### config.mk
export PLATFORM = sky130hd
export DESIGN_NAME = fvn_div
export DESIGN_NICKNAME = d
export VERILOG_FILES = /design/src/sv/fvn_pkg.sv /design/src/sv/fvn_div.sv
export VERILOG_INCLUDE_DIRS = /design/src /design/src/sv
export SDC_FILE = /design/constraint.sdc
export NUM_CORES = 1
export LEC_CHECK = 0
export BUFFER_PORTS_ARGS = -buffer_cell sky130_fd_sc_hd__buf_2
export CORE_MARGIN = 5
export CORE_UTILIZATION = 55
export DETAILED_ROUTE_END_ITERATION = 16
export PLACE_DENSITY_LB_ADDON = 0.05
export SYNTH_ARGS = -nofsm -noshare
export SYNTH_HDL_FRONTEND = slang
export SYNTH_SLANG_ARGS = --single-unit
### constraint.sdc
create_clock -name clk_i -period 4.8 [get_ports clk_i]
set_input_delay 0.96 -clock clk_i [delete_from_list [all_inputs] [get_ports clk_i]]
set_output_delay 0.96 -clock clk_i [all_outputs]
set_load 0.02 [all_outputs]
### src/sv/assert_macros.svh
// Assertion helpers shared by the RTL files.
`ifndef ASSERT_MACROS_SVH
`define ASSERT_MACROS_SVH

`ifndef ASSERT_OFF

`define ASSERT_HOLDS(name, clk, rstn, prop, msg) \
  name: assert property (@(posedge clk) disable iff (!rstn) prop) else $error(msg);

`define ASSERT_NEXT(name, clk, rstn, pre, post, msg) \
  name: assert property (@(posedge clk) disable iff (!rstn) pre |=> post) else $error(msg);

`else

`define ASSERT_HOLDS(name, clk, rstn, prop, msg)

`define ASSERT_NEXT(name, clk, rstn, pre, post, msg)

`endif

`endif

### src/sv/fvn_pkg.sv
package fvn_pkg;

  localparam int MAX_OCTAVES = 8;
  localparam int OCT_W       = (MAX_OCTAVES > 1) ? $clog2(MAX_OCTAVES) : 1;
  localparam int CNT_W       = $clog2(MAX_OCTAVES + 1);

  // Octave value is Q1.24 (25 bits signed), amplitude at most 18 bits.
  localparam int SUM_W       = 44 + OCT_W;
  localparam int NORM_W      = 18 + CNT_W;
  localparam int NORM_SHIFT  = 9;
  localparam int DEN_W       = NORM_W + NORM_SHIFT;
  localparam int DCNT_W      = $clog2(SUM_W);

  localparam int MUL_W       = 33;
  localparam int PROD_W      = 2 * MUL_W;

  localparam int NUM_REGS    = 5;
  localparam int ADDR_W      = $clog2(NUM_REGS) + 2;
  localparam int IDX_W       = ADDR_W - 2;

  localparam logic [31:0] HASH_X    = 32'd374761393;
  localparam logic [31:0] HASH_Y    = 32'd668265263;
  localparam logic [31:0] HASH_S    = 32'd2246822519;
  localparam logic [31:0] HASH_M    = 32'd1274126177;
  localparam logic [31:0] HASH_XY   = HASH_X + HASH_Y;
  localparam logic [31:0] SEED_STEP = 32'd7919;
  localparam int          MIX_SH_A  = 13;
  localparam int          MIX_SH_B  = 16;

  localparam logic [17:0] EASE_K    = 18'd196608;
  localparam logic [17:0] AMP_ONE   = 18'd65536;
  localparam logic [17:0] AMP_MAX   = 18'h3FFFF;
  localparam logic [23:0] FREQ_MAX  = 24'hFFFFFF;

  localparam int Q_POS_MAX = 32767;
  localparam int Q_NEG_MAG = 32768;

  localparam logic [3:0]  RST_OCT_CNT   = 4'd1;
  localparam logic [23:0] RST_BASE_FREQ = 24'd65536;
  localparam logic [23:0] RST_LACUN     = 24'd131072;
  localparam logic [17:0] RST_GAIN      = 18'd32768;
  localparam logic [31:0] RST_SEED      = 32'd0;

  typedef enum logic [IDX_W-1:0] {
    REG_OCT_CNT   = 3'd0,
    REG_BASE_FREQ = 3'd1,
    REG_LACUN     = 3'd2,
    REG_GAIN      = 3'd3,
    REG_SEED      = 3'd4
  } cfg_reg_e;

  typedef struct packed {
    logic [3:0]  oct_cnt;
    logic [23:0] base_freq;
    logic [23:0] lacunarity;
    logic [17:0] gain;
    logic [31:0] seed;
  } cfg_t;

  typedef enum logic [4:0] {
    ST_IDLE,
    ST_PX,
    ST_PY,
    ST_U1,
    ST_V1,
    ST_U2,
    ST_V2,
    ST_HX,
    ST_HY,
    ST_HS,
    ST_HB,
    ST_C00,
    ST_C10,
    ST_C01,
    ST_C11,
    ST_LO,
    ST_HI,
    ST_HIC,
    ST_VAL,
    ST_NV,
    ST_ACC,
    ST_FQ,
    ST_AMP,
    ST_NEXT,
    ST_DIV,
    ST_OUT
  } state_e;

  function automatic logic [31:0] hash_mix(input logic [31:0] h);
    return h ^ (h >> MIX_SH_A);
  endfunction

  function automatic logic [23:0] hash_fin(input logic [31:0] p);
    logic [31:0] t;
    t = p ^ (p >> MIX_SH_B);
    return t[23:0];
  endfunction

endpackage

### src/sv/fvn_div.sv
`include "assert_macros.svh"

module fvn_div (
  input  logic                              clk_i,
  input  logic                              rst_ni,
  input  logic                              start_i,
  input  logic signed [fvn_pkg::SUM_W-1:0]  sum_i,
  input  logic        [fvn_pkg::NORM_W-1:0] norm_i,
  output logic                              done_o,
  output logic signed [15:0]                quot_o
);

  logic                        busy_q;
  logic                        done_q;
  logic                        neg_q;
  logic [fvn_pkg::DCNT_W-1:0]  cnt_q;
  logic [fvn_pkg::SUM_W-1:0]   dq_q;
  logic [fvn_pkg::DEN_W-1:0]   rem_q;
  logic [fvn_pkg::DEN_W-1:0]   den_q;
  logic [fvn_pkg::DEN_W:0]     trial;
  logic [fvn_pkg::DEN_W:0]     diff;
  logic                        ge;
  logic                        last;

  assign trial = {rem_q, dq_q[fvn_pkg::SUM_W-1]};
  assign diff  = trial - {1'b0, den_q};
  assign ge    = (trial >= {1'b0, den_q});
  assign last  = (cnt_q == fvn_pkg::DCNT_W'(fvn_pkg::SUM_W - 1));

  always_ff @(posedge clk_i or negedge rst_ni) begin
    if (!rst_ni) begin
      busy_q <= 1'b0;
      done_q <= 1'b0;
      cnt_q  <= '0;
    end else begin
      done_q <= 1'b0;
      if (start_i) begin
        busy_q <= 1'b1;
        cnt_q  <= '0;
      end else if (busy_q) begin
        cnt_q <= cnt_q + 1'b1;
        if (last) begin
          busy_q <= 1'b0;
          done_q <= 1'b1;
        end
      end
    end
  end

  // Restoring division of the magnitude, one quotient bit per cycle. The
  // quotient bits shift in where the dividend bits shift out.
  always_ff @(posedge clk_i) begin
    if (start_i) begin
      neg_q <= sum_i[fvn_pkg::SUM_W-1];
      dq_q  <= sum_i[fvn_pkg::SUM_W-1] ? fvn_pkg::SUM_W'(-sum_i) : fvn_pkg::SUM_W'(sum_i);
      rem_q <= '0;
      den_q <= {norm_i, {fvn_pkg::NORM_SHIFT{1'b0}}};
    end else if (busy_q) begin
      dq_q  <= {dq_q[fvn_pkg::SUM_W-2:0], ge};
      rem_q <= ge ? diff[fvn_pkg::DEN_W-1:0] : trial[fvn_pkg::DEN_W-1:0];
    end
  end

  always_comb begin
    if (!neg_q) begin
      quot_o = (dq_q > fvn_pkg::SUM_W'(fvn_pkg::Q_POS_MAX)) ? 16'sh7FFF : dq_q[15:0];
    end else begin
      quot_o = (dq_q > fvn_pkg::SUM_W'(fvn_pkg::Q_NEG_MAG)) ? 16'sh8000
                                                           : (~dq_q[15:0]) + 16'd1;
    end
  end

  assign done_o = done_q;

  `ASSERT_HOLDS(a_div_start_idle, clk_i, rst_ni, start_i |-> !busy_q, "divider restarted while busy")
  `ASSERT_NEXT(a_div_done_after_last, clk_i, rst_ni, (busy_q && last), (done_q && !busy_q), "divider did not finish after last bit")

endmodule

# Yosys cells after proc, flatten, opt, wreduce, memory -nomap -nowiden

Cells that the tools add are included.

Word-level logic and storage cells: 32
Bits in registers: 109
Input bits: 72
Output and inout port bits: 17

$lt $le $gt $ge: 3
Bitwise gates (word level): 1
Equal/unequal tests: 1
Add/subtract/negate cells: 4
Reduce and logical (&&, ||, !) cells: 1
Multiplexer cells: 15

Operator list:

| operator                                                                | number |
|---|---|
| 47-bit 2-to-1 mux                                                       | 3 |
| 16-bit 2-to-1 mux                                                       | 3 |
| 47-bit by 15-bit > comparator with 1-bit output (second input constant) | 1 |
| 47-bit by 16-bit > comparator with 1-bit output (second input constant) | 1 |
| 47-bit negator                                                          | 1 |
| 32-bit by 31-bit greater-or-equal comparator with 1-bit output          | 1 |
| 31-bit 2-to-1 mux                                                       | 1 |
| 31-bit subtractor                                                       | 1 |
| 16-bit by 1-bit adder with 16-bit output (second input constant)        | 1 |
| 16-bit inverter                                                         | 1 |
| 6-bit 2-to-1 mux                                                        | 2 |
| 6-bit by 1-bit adder with 6-bit output (second input constant)          | 1 |
| 6-bit == test (second input constant)                                   | 1 |
| 1-bit 2-to-1 mux                                                        | 6 |
| 2-bit nonzero test                                                      | 1 |

# Depth between registers and ports, before layout

Word-level depth: 4
Mapped depth: 12
Depth with buffers taken out: 12

# Worst setup path after synthesis

Ideal clock, no wire load.

Path kind: reg-to-output
Start point: reg dq_q[2] (netlist name)
End point: out quot_o[15]
Stages on the path, launching flop included: 9
Required time: 3,840 ps
Arrival time: 2,806 ps
Setup slack: 1,034 ps
Cells stage by stage: edfxtp_1 nor3_1 nand3_1 or3_1 or3_1 or3_1 nor3_1 xor2_1 a21boi_0

Word-level cells in the longest chain between the ends: 4
Elaborated cells on any way between the ends: 7
Those cells by class: add/sub: 1; order compare: 2; mux: 3; bitwise: 1

RTL lines:

| element                                                                                 | line          | source |
|---|---|---|
| from (decl)                                                                             | fvn_div.sv:17 | `logic [fvn_pkg::SUM_W-1:0] dq_q;` |
| from (signal assigned)                                                                  | fvn_div.sv:55 | `dq_q <= sum_i[fvn_pkg::SUM_W-1] ? fvn_pkg::SUM_W'(-sum_i) : fvn_pkg::SUM_W'(sum_i);` |
| from (signal assigned)                                                                  | fvn_div.sv:59 | `dq_q <= {dq_q[fvn_pkg::SUM_W-2:0], ge};` |
| branches (longest 3 deep; another with 47-bit by 15-bit > comparator with 1-bit output) | n/a           |  |
| 16-bit 2-to-1 mux *                                                                     | fvn_div.sv:65 | `if (!neg_q) begin` |
| to (decl)                                                                               | fvn_div.sv:10 | `output logic signed [15:0] quot_o` |

Mark *: on every way between the ends.

# Worst setup path after layout

Start point: reg dq_q[0] (netlist name)
End point: out quot_o[2]

The elaborated chain is that of the path after synthesis.

==> impl_metrics.yaml <==
status:
  outcome: "complete, no violations"
grt:
  overflow: 0
  antenna_found_initial: 0
  grt_pass1_wl_um: 27100
  globalRouteTotalUtil: 0.222
  grt_pass1_vias: 5715
  grt_max_degree: 82
finish:
  fillers: 1107
  multi_input_area_mm2: 0.00377
  mostFrequentLayoutCell: "nor2_1"
  antenna_cells: 0
  mostFrequentLayoutCells: "114 x nor2_1, 87 x buf_2, 84 x a21oi_1"
  layout.nets: 944
  regArea_mm2: 0.00292
  area_growth_syn_to_layout_pct: 12.6
  design_area_mm2: 0.00788
  drive_gt1_frac: 0.145
worst_setup_path:
  worstPathRequired_ns: 3.84
  critPathMaxFanout: 13
  worstPathArrival_ns: 3.40
  critPathKind: "reg2out"
  start_kind: "flip-flop"
  cp-end-kind: "output pin"
synthesis:
  synth.cell_area_mm2: 0.00700
  ys_types: 62
  ys_seq_area_frac: 0.418
  syn-instance-count: 779
  ys_warn_count: 0
  syn_area_per_cell_um2: 8.98
  ys.flop_type: "edfxtp_1"
  synth-async-reset-ratio: 0.0734
  synth_edf_count: 70
  syn_nets: 879
  ys_seq_elements: 109
clocking:
  postCtsSetupBuffers: 0
  root_buffer: "clkbuf_16"
  cts_resized: 0
  clkSinkCount: 109
  cts.clk_slew.worst_paths_ns: 0.07
  cts_hold_buf: 0
  htree_levels: 3
  cts_tree: "built"
  clock_path_buffers: 2
  cts_buffers: 9
  clock_latency_ns: 0.35
timing:
  maxSlewViolCount: 0
  finalSetupTns_ns: 0
  whs_ns: 0.433
  setup_viol: 0
  worst_slew_pin_slew_ns: 1.10
  fmax_mhz: 230
  period_share: 0.907
  hold_viol: 0
  fin_skew_ns: 0.00698
  rsz0062_at_grt: "no"
  fin_crit_ns: 4.36
  maxSlewHeadroom: 0.265
detailed_routing:
  ant_nets: 0
  wl_um: 16400
  vias_per_cell: 5.80
  via_count: 5921
  drtPass1Iterations: 5
  routedWlPerCell_um: 16.0
  drc_errors: 0
  initialDrtViolationCount: 377
die:
  die-area_mm2: 0.0151
  die_w_um: 123
  coreArea_mm2: 0.0126
  die_height_um: 123
  start_util: 0.557
  boundaryPins: 89
  rows: 41
placed_design:
  portBuffers: 88
  hpwl_um: 11800
  dpl-instance-area_mm2: 0.00753
  place_congestion: 0.952
pwr:
  ir_drop_mv: 0.307
  powerDensity_mw_per_mm2: 415
  totalPowerFinal_mw: 3.27
  leakage_nw: 3.29
job:
  max-cap-violations: 0
worst_hold_path:
  hold_path_class: "in2async"
## kinds of logic (layout without fill, tap and decap cells)
kind of cell | Yosys count | after routing | share of synthesized area
adder cells (fa/ha/maj) | 28 | 28 | 0.0511
flip-flops | 109 | 109 | 0.418
buffers and inverters | 80 | 150 | 0.0442
XOR/XNOR | 66 | 66 | 0.0826
AND/OR/NAND/NOR | 263 | 263 | 0.181
multiplexers | 25 | 25 | 0.0363
AO/OA/AOI/OAI | 208 | 208 | 0.187
## registers in the layout (all words and copies together), names as in the netlist
register / cells
busy_q: 1
rem_q: 31
done_o: 1
neg_q: 1
dq_q: 47
cnt_q: 6
den_q: 22
## cell usage after synthesis (4+ instances only)
cell type    n  area (um^2)
nor2_1     114          428
a21oi_1     84          420
edfxtp_1    70         2100
nand2_1     54          203
xor2_1      49          429
inv_1       43          161
clkbuf_1    33          124
o21ai_0     33          165
dfxtp_1     31          621
ha_1        27          338
mux2i_1     22          220
o31ai_1     17          128
xnor2_1     17          149
a211oi_1    16          120
nor4_1      15         93.8
or3_1       12         75.1
nand4_1     11         68.8
dfrtp_1      8          200
o41ai_1      8         70.1
a21o_1       7         52.6
nand3_1      7         35.0
nor3_1       7         35.0
nor3b_1      6         45.0
or4_1        6         45.0
nand2b_1     5         31.3
o21a_1       5         37.5
o21bai_1     5         37.5
a31oi_1      4         25.0
and3_1       4         25.0
o211ai_1     4         30.0
or2_2        4         25.0
## metrics by stage
stage                     worst slack, ns  instances  utilization
after floorplan                      1.03        779            -
after global placement              0.875       1005        0.599
after detailed placement            0.832       1005        0.599
after CTS                           0.421       1021        0.627
after global routing               0.0973       1021        0.627
final                               0.445       1021        0.627
## power by group
group | switching [mW] | internal, mW
Clock | 0.342 | 0.512
Sequential | 0.134 | 1.16
Combinational | 0.638 | 0.488
## final timing paths
path | startpoint | end | slack [ns] | cells past startpoint
worst max-delay path | dq_q[0]$_DFFE_PP_ | quot_o[2] | 0.44 | 11
worst min-delay path | rst_ni | cnt_q[5]$_DFFE_PN0P_ | 0.43 | 1
worst max register to register | den_q[19]$_DFFE_PP_ | rem_q[11]$_SDFFE_PP0P_ | 1.47 | 10
worst min register to register | rem_q[22]$_SDFFE_PP0P_ | rem_q[22]$_SDFFE_PP0P_ | 0.50 | 2
max in group asynchronous | rst_ni | busy_q$_DFF_PN0_ | 4.19 | 1
min in group clk_i | rem_q[22]$_SDFFE_PP0P_ | rem_q[22]$_SDFFE_PP0P_ | 0.50 | 2
## critical path: stages (launching register included)
cell and delay (ns):
edfxtp_1 0.45, inv_1 0.11, ha_1 0.18, nor3b_1 0.29, nand4_1 0.16, or3_1 0.40, o41ai_1 0.25, nand2_1 0.19
inv_1 0.35, nand2_1 0.12, o311ai_0 0.32, buf_2 0.23
## per-layer routing
| metal | vias up | global-route usage | share of wire |
|---|---|---|---|
| met4 | 0 | 0.0588 | 0.012 |
| met5 | - | 0 | 0 |
| met3 | 19 | 0.0387 | 0.054 |
| met2 | 151 | 0.359 | 0.47 |
| met1 | 2784 | 0.309 | 0.47 |
| li1 | 2967 | - | - |
## cell type report
type,count,share of cell area
clock inverter,7,0.0157
clock buffer,9,0.0286
multi-input combinational,590,0.478
timing repair buffer,91,0.0591
sequential,109,0.371
tap,172,0.0273
inverter,43,0.0205
No activity file was read; power rests on OpenSTA's default activity.
