[src/sv/assert_macros.svh]
// Assertion helpers shared by the RTL files.
`ifndef ASSERT_MACROS_SVH
`define ASSERT_MACROS_SVH

`ifndef ASSERT_OFF

`define ASSERT_HOLDS(name, clk, rstn, prop, msg) \
  name: assert property (@(posedge clk) disable iff (!rstn) prop) else $error(msg);

`define ASSERT_NEXT(name, clk, rstn, pre, post, msg) \
  name: assert property (@(posedge clk) disable iff (!rstn) pre |=> post) else $error(msg);

`else

`define ASSERT_HOLDS(name, clk, rstn, prop, msg)

`define ASSERT_NEXT(name, clk, rstn, pre, post, msg)

`endif

`endif

[src/sv/fvn_pkg.sv]
package fvn_pkg;

  localparam int MAX_OCTAVES = 8;
  localparam int OCT_W       = (MAX_OCTAVES > 1) ? $clog2(MAX_OCTAVES) : 1;
  localparam int CNT_W       = $clog2(MAX_OCTAVES + 1);

  // Octave value is Q1.24 (25 bits signed), amplitude at most 18 bits.
  localparam int SUM_W       = 44 + OCT_W;
  localparam int NORM_W      = 18 + CNT_W;
  localparam int NORM_SHIFT  = 9;
  localparam int DEN_W       = NORM_W + NORM_SHIFT;
  localparam int DCNT_W      = $clog2(SUM_W);

  localparam int MUL_W       = 33;
  localparam int PROD_W      = 2 * MUL_W;

  localparam int NUM_REGS    = 5;
  localparam int ADDR_W      = $clog2(NUM_REGS) + 2;
  localparam int IDX_W       = ADDR_W - 2;

  localparam logic [31:0] HASH_X    = 32'd374761393;
  localparam logic [31:0] HASH_Y    = 32'd668265263;
  localparam logic [31:0] HASH_S    = 32'd2246822519;
  localparam logic [31:0] HASH_M    = 32'd1274126177;
  localparam logic [31:0] HASH_XY   = HASH_X + HASH_Y;
  localparam logic [31:0] SEED_STEP = 32'd7919;
  localparam int          MIX_SH_A  = 13;
  localparam int          MIX_SH_B  = 16;

  localparam logic [17:0] EASE_K    = 18'd196608;
  localparam logic [17:0] AMP_ONE   = 18'd65536;
  localparam logic [17:0] AMP_MAX   = 18'h3FFFF;
  localparam logic [23:0] FREQ_MAX  = 24'hFFFFFF;

  localparam int Q_POS_MAX = 32767;
  localparam int Q_NEG_MAG = 32768;

  localparam logic [3:0]  RST_OCT_CNT   = 4'd1;
  localparam logic [23:0] RST_BASE_FREQ = 24'd65536;
  localparam logic [23:0] RST_LACUN     = 24'd131072;
  localparam logic [17:0] RST_GAIN      = 18'd32768;
  localparam logic [31:0] RST_SEED      = 32'd0;

  typedef enum logic [IDX_W-1:0] {
    REG_OCT_CNT   = 3'd0,
    REG_BASE_FREQ = 3'd1,
    REG_LACUN     = 3'd2,
    REG_GAIN      = 3'd3,
    REG_SEED      = 3'd4
  } cfg_reg_e;

  typedef struct packed {
    logic [3:0]  oct_cnt;
    logic [23:0] base_freq;
    logic [23:0] lacunarity;
    logic [17:0] gain;
    logic [31:0] seed;
  } cfg_t;

  typedef enum logic [4:0] {
    ST_IDLE,
    ST_PX,
    ST_PY,
    ST_U1,
    ST_V1,
    ST_U2,
    ST_V2,
    ST_HX,
    ST_HY,
    ST_HS,
    ST_HB,
    ST_C00,
    ST_C10,
    ST_C01,
    ST_C11,
    ST_LO,
    ST_HI,
    ST_HIC,
    ST_VAL,
    ST_NV,
    ST_ACC,
    ST_FQ,
    ST_AMP,
    ST_NEXT,
    ST_DIV,
    ST_OUT
  } state_e;

  function automatic logic [31:0] hash_mix(input logic [31:0] h);
    return h ^ (h >> MIX_SH_A);
  endfunction

  function automatic logic [23:0] hash_fin(input logic [31:0] p);
    logic [31:0] t;
    t = p ^ (p >> MIX_SH_B);
    return t[23:0];
  endfunction

endpackage

[src/sv/fvn_cfg.sv]
module fvn_cfg (
  input  logic                       clk_i,
  input  logic                       rst_ni,
  input  logic                       psel,
  input  logic                       penable,
  input  logic                       pwrite,
  input  logic [fvn_pkg::ADDR_W-1:0] paddr,
  input  logic [31:0]                pwdata,
  output logic [31:0]                prdata,
  output logic                       pready,
  output fvn_pkg::cfg_t              cfg_o
);

  fvn_pkg::cfg_t            cfg_q;
  logic                     wr_en;
  logic [fvn_pkg::IDX_W-1:0] idx;

  assign pready = 1'b1;
  assign wr_en  = psel & penable & pwrite;
  assign idx    = paddr[fvn_pkg::ADDR_W-1:2];
  assign cfg_o  = cfg_q;

  always_ff @(posedge clk_i or negedge rst_ni) begin
    if (!rst_ni) begin
      cfg_q.oct_cnt    <= fvn_pkg::RST_OCT_CNT;
      cfg_q.base_freq  <= fvn_pkg::RST_BASE_FREQ;
      cfg_q.lacunarity <= fvn_pkg::RST_LACUN;
      cfg_q.gain       <= fvn_pkg::RST_GAIN;
      cfg_q.seed       <= fvn_pkg::RST_SEED;
    end else if (wr_en) begin
      unique case (idx)
        fvn_pkg::REG_OCT_CNT:   cfg_q.oct_cnt    <= pwdata[3:0];
        fvn_pkg::REG_BASE_FREQ: cfg_q.base_freq  <= pwdata[23:0];
        fvn_pkg::REG_LACUN:     cfg_q.lacunarity <= pwdata[23:0];
        fvn_pkg::REG_GAIN:      cfg_q.gain       <= pwdata[17:0];
        fvn_pkg::REG_SEED:      cfg_q.seed       <= pwdata;
        default: ;
      endcase
    end
  end

  always_comb begin
    unique case (idx)
      fvn_pkg::REG_OCT_CNT:   prdata = {28'd0, cfg_q.oct_cnt};
      fvn_pkg::REG_BASE_FREQ: prdata = {8'd0, cfg_q.base_freq};
      fvn_pkg::REG_LACUN:     prdata = {8'd0, cfg_q.lacunarity};
      fvn_pkg::REG_GAIN:      prdata = {14'd0, cfg_q.gain};
      fvn_pkg::REG_SEED:      prdata = cfg_q.seed;
      default:                prdata = 32'd0;
    endcase
  end

endmodule

[config.mk]
export PLATFORM = sky130hd
export DESIGN_NAME = fvn_cfg
export DESIGN_NICKNAME = d
export VERILOG_FILES = /design/src/sv/assert_macros.svh /design/src/sv/fvn_pkg.sv /design/src/sv/fvn_cfg.sv
export SDC_FILE = /design/constraint.sdc
export NUM_CORES = 1
export LEC_CHECK = 0
export CORE_MARGIN = 5
export CORE_UTILIZATION = 60
export DETAILED_ROUTE_END_ITERATION = 12
export DONT_BUFFER_PORTS = 1
export PLACE_DENSITY = 0.76
export SYNTH_ARGS = -nofsm -noshare
export SYNTH_HDL_FRONTEND = slang
export SYNTH_SLANG_ARGS = --single-unit
export TNS_END_PERCENT = 30
[constraint.sdc]
create_clock -name clk_i -period 2.1 [get_ports clk_i]
set_clock_uncertainty 0.1 [all_clocks]
set_input_delay 0.42 -clock clk_i [delete_from_list [all_inputs] [get_ports clk_i]]
set_output_delay 0.42 -clock clk_i [all_outputs]
set_load 0.02 [all_outputs]
* Word-level counts from Yosys, hierarchy flattened
Cells that the tools add are included. W data, S select, Z words.
Storage, ports and cells: register bits after elaboration 102, word-level logic and storage cells 18
Operators by class: equality and inequality tests 4, multiplexer cells 1, bitwise operators 2, reduce and logical (&&, ||, !) cells 6
Operator list (count):
- $pmux W32 S5 | 1
- $reduce_and A2 Y1 | 5
- $eq A3 B2 Y1 const B | 2
- $eq A3 B1 Y1 const B | 1
- $eq A3 B3 Y1 const B | 1
- $logic_not A3 Y1 | 1
- $and A1 B1 Y1 | 2

* Depth between registers and ports, before layout
Gate-level depths: netlist of run 1.
depth in word-level cells 3, mapped depth 6, mapped depth without buffers 3

* Worst setup path before layout of run 1
OpenSTA, ideal clock, no wires.
kind input -> output, from in paddr[3] (netlist bit), to out prdata[2], arrival 1.549 ns, data required time 1.580 ns, slack 0.031 ns, cell stages on the path 5, buffers on the path 2, path through buf_4 clkbuf_1 mux2_2 nand2_1 o221ai_1
Between the ends: word-level cells in the longest chain between the ends 2, elaborated cells between the ends (all ways) 6, classes of those cells eq/ne (4); mux (1); reduce/logical (1)
Ends and longest elaborated chain:
- from (decl) | RTL line fvn_cfg.sv:7 | input logic [fvn_pkg::ADDR_W-1:0] paddr,
- $eq A3 B3 Y1, or another cell as far along | RTL line fvn_cfg.sv:43 | unique case (idx)
- $pmux W32 S5 (*) | RTL line fvn_cfg.sv:43
- to (decl) | RTL line fvn_cfg.sv:9 | output logic [31:0] prdata,
Mark *: on every way between the ends. The rest lies on a longest branch, timed or not.

* Final worst setup path of run 1
from reg cfg_q (netlist bit cfg_o[35]), to out prdata[3]
Between the ends: word-level cells in the longest chain between the ends 1
Ends and longest elaborated chain:
- from (decl) | RTL line fvn_cfg.sv:14 | fvn_pkg::cfg_t cfg_q;
- $pmux W32 S5 | RTL line fvn_cfg.sv:43
Every way passes these cells.

==> summary.md, run 1 <==
The run finished, with violations left. The final reports fail on hold timing. Summed over all nets, the switching power comes to 1.80 mW. The core region is 7610 um^2. The depth of the worst register-to-register path is 1, and the wire length of the first global-routing pass is 17.2 mm. In this run the horizontal extent of the chip is 97.7 um. Setup violations remaining at the end of the flow were counted as 0. The fmax was 498 MHz; the insertion delay to the later sink of the worst-skew pair was 0.34 ns. The run gives 1.49 ns as the arrival time at the worst endpoint.

The sequential cell area fraction in the yosys report is 0.554. The maximum clock insertion buffer count is 2, and the maximum level of the CTS H-tree is 3. The tools report the number of endpoints with negative hold slack in the final report as 102. In this run the remaining antenna-violating nets after routing total 0.

The height of the chip was 97.7 um. The initial antenna violation count was 0. The top-level port count came out at 177. The count of buffers added on input and output ports is 0. The worst setup path is launched from a register. The critical path capture point type is an output port. The logs give 372 for the layout net count and 0 for the residual overflow from global routing. Setup repair after global routing left no endpoint under its margin. Yosys attributes the largest share of cell area to dfrtp_1 (53%), mux2_2 (25%), mux2i_1 (3.9%).

The switching share of power came out at 0.346. The internal portion of the total power is 3.41 mW. The mapped netlist covers 4620 um^2. At the pin with the least slew margin, the transition time is 0.766 ns. The run gives 0.253 as the clock power share. For the share of total power in sequential cells, the log shows 0.617. The cell at the root of the clock tree is clkbuf_8. Fill cells in the final layout number 566. The detailed router finished its first iteration with 111 violations. The per-instance average area after synthesis came out at 14.3 um^2. Top cell type by total area after synthesis: dfrtp_1. Cell row count: 32.

The final max-slew violation count was 0. The global router's overall resource usage is 0.227, and the total power density per cell area is 1040 nW/um^2. Part of the total power dissipated in combinational logic: 0.131. The worst relative slew slack is 0.489, and the register bit count reported by yosys is 102.

The most critical setup path has its startpoint at cfg_o[35]$_DFFE_PN0P_. Synthesis handed over a netlist of 322 instances. After detailed placement, the design holds a cell count of 421. The proportion of netlist area held by the largest area contributor is 0.531.

The fraction of layout instances using a drive strength above 1 is 0.445, and the final routed wire length divided by cell count is 24.3 um. The maximum fanout count along the critical path was 3; the clock period minus worst slack was 2.01 ns. The tools report the number of max-cap violations as 0.

Half-perimeter wire length after detailed placement: 7.31 mm. The path type of the worst min-delay path was input port to async pin. The largest voltage drop on the vdd net is 521 uV, and the total vias in the final route is 2775. The reported leakage power was 2.24 nW; the DRC violation count after routing was 0. Wires add up to 10.6 mm.

For this run, the number of Yosys warnings is 0. For the worst setup path, the data required time is 1.58 ns. From synthesis to final layout, the design area changed by 8.24%. Pin count of the biggest net entering global routing: 103. Dividing the detail-routed via count by the number of cells gives 6.35. The category of the critical setup timing path was register to output port. Synthesis instantiated 26 different standard cells from the library.

The run gives 0 as the count of inserted antenna diode cells. TritonCTS built the clock tree. At the end of routability-driven placement, the weighted congestion stood at 0.788. The tools report the via count of the first global-routing pass as 3014. The worst register-to-register path ends at cfg_o[6]$_DFFE_PN0P_. The tree built by TritonCTS fans out to 102 sinks. Worst hold margin: -0.354 ns. The flip-flop count of the largest register, all copies and words added works out to 102. In this run the critical register-to-register path is launched from cfg_o[6]$_DFFE_PN0P_. After clock tree synthesis, the clock-pin slew on the worst setup and hold paths is 0.10 ns. The finished layout holds 437 standard cells, fillers aside. The number of buffers created by CTS is 9, and the initial cell density of the core is 0.607. The logs give 1.09 ns for the flop-to-flop setup slack and 4 for the count of TritonRoute iterations in the first routing pass.

The die covers 9550 um^2. The post-synth net total was 364; the fraction of the cycle the final worst path needs was 0.957.
-- layout by cell type, fill, tap and decap left out, types with 6 or more instances in the layout --
cell type	count
a221o_1	14
nand2b_1	7
buf_4	15
mux2i_1	18
mux2_2	103
clkbuf_8	12
dfrtp_1	98
a22oi_1	6
and2_1	8
nor2_1	14
o2bb2ai_1	6
-- kinds of logic (layout without fill, tap and decap cells) --
logic type             count (synthesis)  after routing  share of synthesized area
flip-flops                           102            102                      0.554
buffers and inverters                 19             32                     0.0263
multiplexers                         124            124                      0.298
AO/OA/AOI/OAI                         30             30                     0.0591
AND/OR/NAND/NOR                       46             46                     0.0623
other                                  1              1                   0.000812
-- final cells by class --
type / instances / area (um^2) / area share
clock inverter: 4 / 53.8 / 0.0108
multi-input combinational: 201 / 1960 / 0.392
tap: 102 / 128 / 0.0255
sequential: 102 / 2560 / 0.512
clock buffer: 12 / 165 / 0.0330
timing repair buffer: 16 / 133 / 0.0265
-- worst max-delay path, stage by stage, from the launching register on --
cell	delay, ns
dfrtp_1	0.48
mux2_2	0.30
nand2_1	0.07
o221ai_1	0.11
buf_4	0.18
-- metal layers --
metal / track usage / up-vias / wire (um)
met5: 0 / - / 0
met4: 0.0618 / 0 / 100
met3: 0.106 / 9 / 1120
met2: 0.358 / 116 / 5160
met1: 0.283 / 1451 / 4240
li1: - / 1199 / -
-- power groups by stage --
| stage | registers, mW | logic, mW | clock network, mW |
|---|---|---|---|
| finish | 3.21 | 0.681 | 1.32 |
| global route | 3.28 | 0.754 | 1.45 |
| CTS | 3.23 | 0.687 | 1.34 |
| detailed placement | 3.26 | 0.684 | 0 |
| global placement | 3.25 | 0.658 | 0 |
| floorplan | 3.13 | 0.610 | 0 |
-- through the flow --
stage / TNS (ns) / area (um^2) / power, mW / util / worst slack (ns)
after floorplan: 0 / 4620 / 3.74 / - / 0.0315
after global placement: -2.33 / 4770 / 3.91 / 0.626 / -0.168
after detailed placement: -2.52 / 4770 / 3.95 / 0.626 / -0.190
after CTS: 0 / 4990 / 5.25 / 0.656 / 0.0228
after global routing: 0 / 5000 / 5.49 / 0.657 / 0.0119
final: 0 / 5000 / 5.21 / 0.657 / 0.0908
-- worst max-delay path by stage --
stage,depth (start not counted),slack (ns),end
floorplan,5,0.03,prdata[2]
global placement,2,-0.17,prdata[16]
detailed placement,2,-0.19,prdata[12]
CTS,2,0.02,prdata[0]
global route,4,0.01,prdata[1]
finish,4,0.09,prdata[3]
-- synthesized netlist by cell type --
cell type,instances
buf_4,11
nand2_1,4
dfstp_2,4
nor2b_1,3
nand4_2,1
mux2_1,3
buf_2,7
or2_2,1
a22oi_1,6
dfrtp_1,98
nor3b_1,1
conb_1,1
nor2_1,14
nand2b_1,7
or3_1,1
o221ai_1,4
o2bb2ai_1,6
a221o_1,14
and2_1,8
clkbuf_1,1
nor2_4,2
mux2_2,103
nor3_4,1
nand4b_4,1
mux2i_1,18
nor2_2,2
-- what timing repair did --
action                                  CTS  global route
gates resized for setup                   1             1
setup buffers                             0             0
endpoints found under the hold margin   102           102
endpoints found under the setup margin   14             1
(Power assumes the default switching activity.)
==> run 2: changes to the inputs <==
- CELL_PAD_IN_SITES_DETAIL_PLACEMENT: not set -> 1
- CELL_PAD_IN_SITES_GLOBAL_PLACEMENT: not set -> 2
- CORE_UTILIZATION: 60 -> 41
- PLACE_DENSITY: 0.76 -> not set
- PLACE_DENSITY_LB_ADDON: not set -> 0.1
==> summary.md, run 2 (synthesis gave the netlist of run 1 again) <==
The tools report the final max-slew violation count as 0 (unchanged). The via density per instance is 5.82 (-8.3%), and the total power density per cell area is 1100 nW/um^2 (+5.8%). The routability congestion estimate from global placement came out at 0.717 (-9.0%).

The run finished, with violations left. The tools report the initial antenna violation count as 0 (unchanged). The half-perimeter wire length after detailed placement was 8.17 mm (+12%); the violation count after the first detailed-route iteration was 64 (-42%). For the layout net count, the log shows 375 (+0.81%). The logs give 478 (+9.4%) for the count of non-filler cells in the finished layout and 539 uV (+3.5%) for the largest voltage drop on the vdd net.

The tools report the reported leakage power as 2.32 nW (+3.4%). The logs give 177 (unchanged) for the top-level port count and 9 (unchanged) for the number of buffers created by CTS. The final routed wire length divided by cell count is 25.2 um (+3.8%).

For the residual overflow from global routing, the log shows 0 (unchanged). The height of the chip was 116 um (+19%). The run gives 12.1 mm (+14%) as the post-detailed-routing wire length.

The maximum clock insertion buffer count is 2 (unchanged), and the post-placement cell count is 462 (+9.7%). The logs give -0.330 ns (+0.0240 ns) for the worst hold margin and 1.09 ns (about the same) for the flop-to-flop setup slack. The insertion delay to the later sink of the worst-skew pair was 0.34 ns (about the same). The final reports fail on hold timing. Number of sinks handled by clock tree synthesis: 102 (unchanged). The clock period minus worst slack is 2.00 ns (-0.0130 ns), and the required time of the critical path is 1.58 ns (about the same). The fraction of the cycle the final worst path needs works out to 0.951 (-0.00618). Maximum fanout count along the critical path: 3 (unchanged).

The count of buffers from port buffering is 0 (unchanged). The tools report the wire length of the first global-routing pass as 18.4 mm (+6.9%). The critical path is of the register to output port type.

The logs give 5190 um^2 (+3.8%) for the post-route standard cell area excluding fillers and 501 MHz (+0.65%) for the fmax. The worst hold path belongs to the class input port to async pin. The tools report the capture point of the worst reg-to-reg path as cfg_o[5]$_DFFE_PN0P_. The fraction of layout instances using a drive strength above 1 was 0.444 (-0.000989).

The area added between synthesis and finish works out to 12.4%. In the layout the commonest cells are mux2_2 (103), dfrtp_1 (98), mux2i_1 (18). Number of antenna-violating nets in the routed design: 0 (unchanged).

The number of post-CTS setup repair buffers is 0 (unchanged), and the horizontal die dimension is 116 um (+19%). The cell row count is 38 (+19%). The most common cell after layout, fill and taps aside is mux2_2. The run gives 3155 (+4.7%) as the via count of the first global-routing pass. The flip-flop count of the largest register, all copies and words added was 102 (unchanged). The global router's overall resource usage was 0.183 (-0.0436); the maximum level of the CTS H-tree was 3 (unchanged). The depth of the worst register-to-register path was 1 (unchanged); the DRC violation count after routing was 0 (unchanged). For the count of inserted antenna diode cells, the log shows 0 (unchanged).

Number of max-cap violations: 0 (unchanged). The worst register-to-register path begins at cfg_o[5]$_DFFE_PN0P_. The pin count of the biggest net entering global routing is 103 (unchanged), and the total power consumption of the routed design is 5.72 mW (+9.8%). The initial cell density of the core is 0.422 (-0.185). For the setup total negative slack, the log shows 0 ns (unchanged). The logs give 1.48 ns (about the same) for the arrival time at the worst endpoint and 10900 um^2 (+44%) for the total core area. For the die area, the log shows 13500 um^2 (+41%).

TritonCTS built the clock tree. Critical path capture point type: an output port. Number of endpoints with negative hold slack in the final report: 102 (unchanged). The tools report the nature of the critical path startpoint as a register. Clock tree synthesis selected as its root buffer the cell clkbuf_16. The clock slew seen by the registers of the worst setup and hold paths is 0.07 ns (-0.03 ns), and the placed cell area is 4860 um^2 (+2.0%).

For the count of endpoints failing setup in the final report, the log shows 0 (unchanged). Setup repair after global routing left no endpoint under its margin. The count of TritonRoute iterations in the first routing pass is 4 (unchanged), and the total vias in the final route is 2783 (+0.29%).
## run 2: worst max-delay path by stage
stage / end / depth (start not counted) / from
floorplan: prdata[2] / 5 / paddr[3]
global placement: prdata[4] / 4 / paddr[3]
detailed placement: prdata[14] / 4 / paddr[3]
CTS: prdata[1] / 4 / cfg_o[33]$_DFFE_PN0P_
global route: prdata[1] / 4 / cfg_o[33]$_DFFE_PN0P_
finish: prdata[1] / 4 / cfg_o[33]$_DFFE_PN0P_
## run 2: final cells by class
type / instances / area (um^2)
sequential: 102 / 2560
clock inverter: 4 / 70.1
tap: 140 / 175
clock buffer: 12 / 256
multi-input combinational: 201 / 1950
fill: 1088 / 5750
timing repair buffer: 19 / 180
## run 2: per-layer routing
metal	global-route usage	wire, um	vias to the layer above
met4	0.0650	160	0
li1	-	-	1203
met1	0.203	4420	1457
met5	0	0	-
met2	0.311	6130	112
met3	0.0829	1350	11
## run 2: what timing repair did
item / CTS / global route
gates resized for setup: 0 / 0
setup endpoints to repair: 0 / 0
endpoints found under the hold margin: 102 / 102
## run 2: power breakdown
| group | internal, mW | leakage [nW] | total (mW) | switching [mW] |
|---|---|---|---|---|
| logic | 0.411 | 0.862 | 0.688 | 0.277 |
| registers | 2.36 | 1.29 | 3.23 | 0.870 |
| clock network | 1.11 | 0.163 | 1.80 | 0.699 |
## run 2: critical path, stage by stage, from the launching register on
cell	delay [ns]
dfrtp_1	0.47
mux2_2	0.31
nand2_1	0.08
o221ai_1	0.10
buf_4	0.18
## run 2: through the flow
step / setup slack, ns / utilization / hold slack [ns]
final: 0.104 / 0.474 / -0.330
after global routing: 0.0285 / 0.474 / -0.351
after CTS: 0.0701 / 0.474 / -0.348
after detailed placement: 0.263 / 0.445 / 0.0272
after global placement: 0.268 / 0.445 / 0.0271
after floorplan: 0.0315 / - / 0.0244
